==> config.mk <==
export PLATFORM = sky130hd
export DESIGN_NAME = rlso_ctrl
export DESIGN_NICKNAME = d
export VERILOG_FILES = /design/src/rtl/core/rlso_pkg.sv /design/src/rtl/core/rlso_ctrl.sv
export SDC_FILE = /design/constraint.sdc
export NUM_CORES = 1
export LEC_CHECK = 0
export ABC_AREA = 1
export BUFFER_PORTS_ARGS = -buffer_cell sky130_fd_sc_hd__buf_2
export CORE_AREA = 2 2 39 41
export DETAILED_ROUTE_END_ITERATION = 7
export DIE_AREA = 0 0 41 43
export RECOVER_POWER = 25
export SETUP_SLACK_MARGIN = 0.3
export SYNTH_ARGS = -nofsm -noshare
export SYNTH_HDL_FRONTEND = slang
export SYNTH_SLANG_ARGS = --single-unit
==> constraint.sdc <==
create_clock -name clk -period 1.3 [get_ports clk]
set_input_delay 0.325 -clock clk [delete_from_list [all_inputs] [get_ports clk]]
set_output_delay 0.325 -clock clk [all_outputs]
set_load 0.01 [all_outputs]
==> src/rtl/core/rlso_pkg.sv <==
// Shared types, codes and defaults for the run-length stack with offset.
`timescale 1ns / 1ps

package rlso_pkg;

  localparam int STACK_DEPTH_DEF = 256;

  typedef enum logic [1:0] {
    KIND_PUSH = 2'd0,
    KIND_POP  = 2'd1,
    KIND_ADD  = 2'd2,
    KIND_SUB  = 2'd3
  } kind_t;

  typedef struct packed {
    kind_t              kind;
    logic signed [31:0] value;
    logic [15:0]        repeat_req;
  } in_t;

  typedef struct packed {
    logic signed [32:0] reply;
    logic               reply_is_total;
  } out_t;

  // Controller -> datapath commands
  typedef struct packed {
    logic load;   // capture the accepted item
    logic push;   // store entry, issue total
    logic ofs;    // apply add/subtract to the offset
    logic reply;  // issue top value, arm the unit walk
    logic step;   // remove units from the top entry
  } cmd_t;

  // Datapath -> controller status
  typedef struct packed {
    logic out_free;   // output register can take a result this cycle
    logic pop_go;     // pop has units to remove and the stack is not empty
    logic walk_done;  // the current walk step is the last one
  } stat_t;

endpackage

==> src/rtl/core/rlso_ctrl.sv <==
// Sequencing state machine for the run-length stack.
`timescale 1ns / 1ps

module rlso_ctrl (
  input  logic           clk,
  input  logic           rst_n,
  input  logic           in_valid,
  input  rlso_pkg::kind_t in_kind,
  output logic           in_stall,
  input  rlso_pkg::stat_t stat,
  output rlso_pkg::cmd_t  cmd
);

  typedef enum logic [4:0] {
    S_IDLE  = 5'b00001,
    S_PUSH  = 5'b00010,
    S_OFS   = 5'b00100,
    S_REPLY = 5'b01000,
    S_WALK  = 5'b10000
  } state_t;

  state_t state_r, state_nxt;

  always_ff @(posedge clk) begin
    if (!rst_n) begin
      state_r <= S_IDLE;
    end else begin
      state_r <= state_nxt;
    end
  end

  assign in_stall = (state_r != S_IDLE);

  always_comb begin
    state_nxt = state_r;
    cmd       = '0;
    case (state_r)
      S_IDLE: begin
        if (in_valid) begin
          cmd.load = 1'b1;
          case (in_kind)
            rlso_pkg::KIND_PUSH: state_nxt = S_PUSH;
            rlso_pkg::KIND_POP:  state_nxt = S_REPLY;
            default:             state_nxt = S_OFS;
          endcase
        end
      end
      S_PUSH: begin
        if (stat.out_free) begin
          cmd.push  = 1'b1;
          state_nxt = S_IDLE;
        end
      end
      S_OFS: begin
        cmd.ofs   = 1'b1;
        state_nxt = S_IDLE;
      end
      S_REPLY: begin
        if (stat.out_free) begin
          cmd.reply = 1'b1;
          state_nxt = stat.pop_go ? S_WALK : S_IDLE;
        end
      end
      S_WALK: begin
        cmd.step = 1'b1;
        if (stat.walk_done) begin
          state_nxt = S_IDLE;
        end
      end
      default: begin
        state_nxt = S_IDLE;
      end
    endcase
  end

endmodule

==> metrics <==
status=finished with violations; failing checks=negative setup slack; Max Fanout on Critical Path=4; placed wire-length estimate=695.3 µm; setup violators final=7; aggregate routed wire length=1086 µm; final worst-path setup slack=-0.1560 ns; Detailed Routing Iterations Pass 1=4; RD Place Congestion=0.7755; sequential area share after synthesis=0.2797; Worst-Margin Slew=0.3127 ns; clock skew after layout=0.002922 ns; clock slew at reported path FFs=0.04 ns; core footprint=1384 µm²; dominant synthesized flop cell=dfxtp_1; Slew headroom=0.7913; Clock Root Buffer=clkbuf_4; Hold/Removal Path Class=in2reg; WS Path Type=reg2out; Num CTS Buffers=3; Critical Path Source Type=register; Top Registers=state_r x5; Worst Hold Slack=0.3131 ns; CTS tree=done; Biggest register=state_r; area delta synth->final=77.27%; Post-Synthesis Cells=54; max-cap violations=0; number of synthesized flops with an enable pin=0; Final #Nets=87; ys async rst share=0; largest net degree at the start of global routing=7; DRC violations left=0; RSZ-0062 raised after global routing=true; Initial Util=0.2586; Mapped Avg Cell Area=6.627 µm²; Max Slew Vio Count=0; Overflow after GRT=0; share of cells above drive strength 1=0.6667; commonest cells in the netlist=nor2_1 (9), inv_1 (8), nand4_1 (6); initial antenna violation count=0; Synth Warn #=0; first-pass GRT wire length=1600 µm; post-layout min period=1.456 ns; Final Util=0.4584; fillcell total=147; H-tree level count=1; Hold Buf Count CTS=0; Die H=43 µm; DR iter-0 viols=9; Critical Path RT=0.98 ns; routed len/inst=11.55 µm; antenna viol nets, final=0; area leader, netlist=dfxtp_1; TritonCTS Sinks=5; Die ar.=1763 µm²; Arr. time, crit path=1.13 ns; most common cell in the netlist=nor2_1; ant diodes=0; number of global-route vias before repair=414; vias per cell=4.862; Post-Syn Area=357.8 µm²; crit end category=primary output; clk buf depth=2; Overall Global Routing Usage=0.1358; post-synth cell types=18; via count=457; Pwr Total=1.109 mW; fmax=686.8 MHz; top cells by area, synth=dfxtp_1 (28%), nand4_1 (10%), nor2_1 (9.4%); flip-flop count of the largest register after layout=5; #FFs+latches synth=5; Post-Syn Nets=62; P_leak=0.2963 nW; Worst-Skew Late Latency=0.25 ns; Die Width=41 µm; final hold violation count=0; share of the synthesized area in the top cell type=0.2797; power per standard cell area=1749 nW/µm²; part of the cycle the worst path needs=1.120; setup TNS=-0.7109 ns; Port Buf Inserts=13; num rows=14; Max VDD drop=0.7590 mV; IO Pins=14
## cells in the final DEF (no fill, tap or decap), drive strengths merged, types with 3 or more instances in the layout
master | synthesis | layout
a21oi | 3 | 3
buf | 0 | 20
clkbuf | 0 | 4
dfxtp | 5 | 5
inv | 10 | 10
nand2 | 7 | 7
nand3 | 6 | 6
nand4 | 6 | 6
nor2 | 12 | 12
## what timing repair did
item	CTS	global route
resized for setup	16	5
setup buffers	4	2
pin swaps	3	2
endpoints found under the setup margin	11	11
## logic make-up after synthesis
| group | after synthesis | synth area share |
|---|---|---|
| AND/OR/NAND/NOR | 34 | 0.5420 |
| buffers and inverters | 11 | 0.1154 |
| flip-flops | 5 | 0.2797 |
| AO/OA/AOI/OAI | 4 | 0.06293 |
## power breakdown
part / internal [mW] / switching [mW] / total, mW
Combinational: 0.319 / 0.343 / 0.662
Sequential: 0.203 / 0.0607 / 0.264
Clock: 0.116 / 0.0669 / 0.183
Total: 0.638 / 0.471 / 1.11
## final timing paths
| kind | slack (ns) | depth (start not counted) | endpoint | start |
|---|---|---|---|---|
| worst max-delay path | -0.16 | 4 | cmd[1] | state_r[2]$_SDFFE_PN0P_ |
| worst min-delay path | 0.31 | 3 | state_r[4]$_SDFFE_PN0P_ | rst_n |
| worst max register to register | -0.02 | 8 | state_r[3]$_SDFFE_PN0P_ | state_r[0]$_SDFFE_PN1P_ |
| worst min register to register | 0.59 | 3 | state_r[1]$_SDFFE_PN0P_ | state_r[0]$_SDFFE_PN1P_ |
## per-stage QoR
step	instance area [µm²]	setup slack, ns	instances
after floorplan	410.4	0.2091	54
after global placement	503.0	0.09849	84
after detailed placement	503.0	0.07327	84
after CTS	606.8	-0.1332	92
after global routing	634.4	-0.2107	94
final	634.4	-0.1560	94
## per-layer routing
layer / global-route usage / share of wire
met2: 0.2188 / 0.56
met4: 0.08000 / 0.015
met5: 0 / 0
met3: 0.03141 / 0.047
met1: 0.1521 / 0.38
## worst max-delay path: stages, from the launching register on
cell and delay (ns):
dfxtp_2 0.36, nor2_2 0.16, nand3_1 0.14, nor2_2 0.10, buf_2 0.13
## final cells by class
cell class,count,area [µm²],area share
flip-flops and latches,5,116.4,0.1834
repair buffers,20,136.4,0.2150
well taps,16,20.02,0.03156
inverters,11,46.29,0.07298
multi-input cells,38,289.0,0.4556
clock buffers,4,26.28,0.04142
Power figures use the tool's default switching activity.
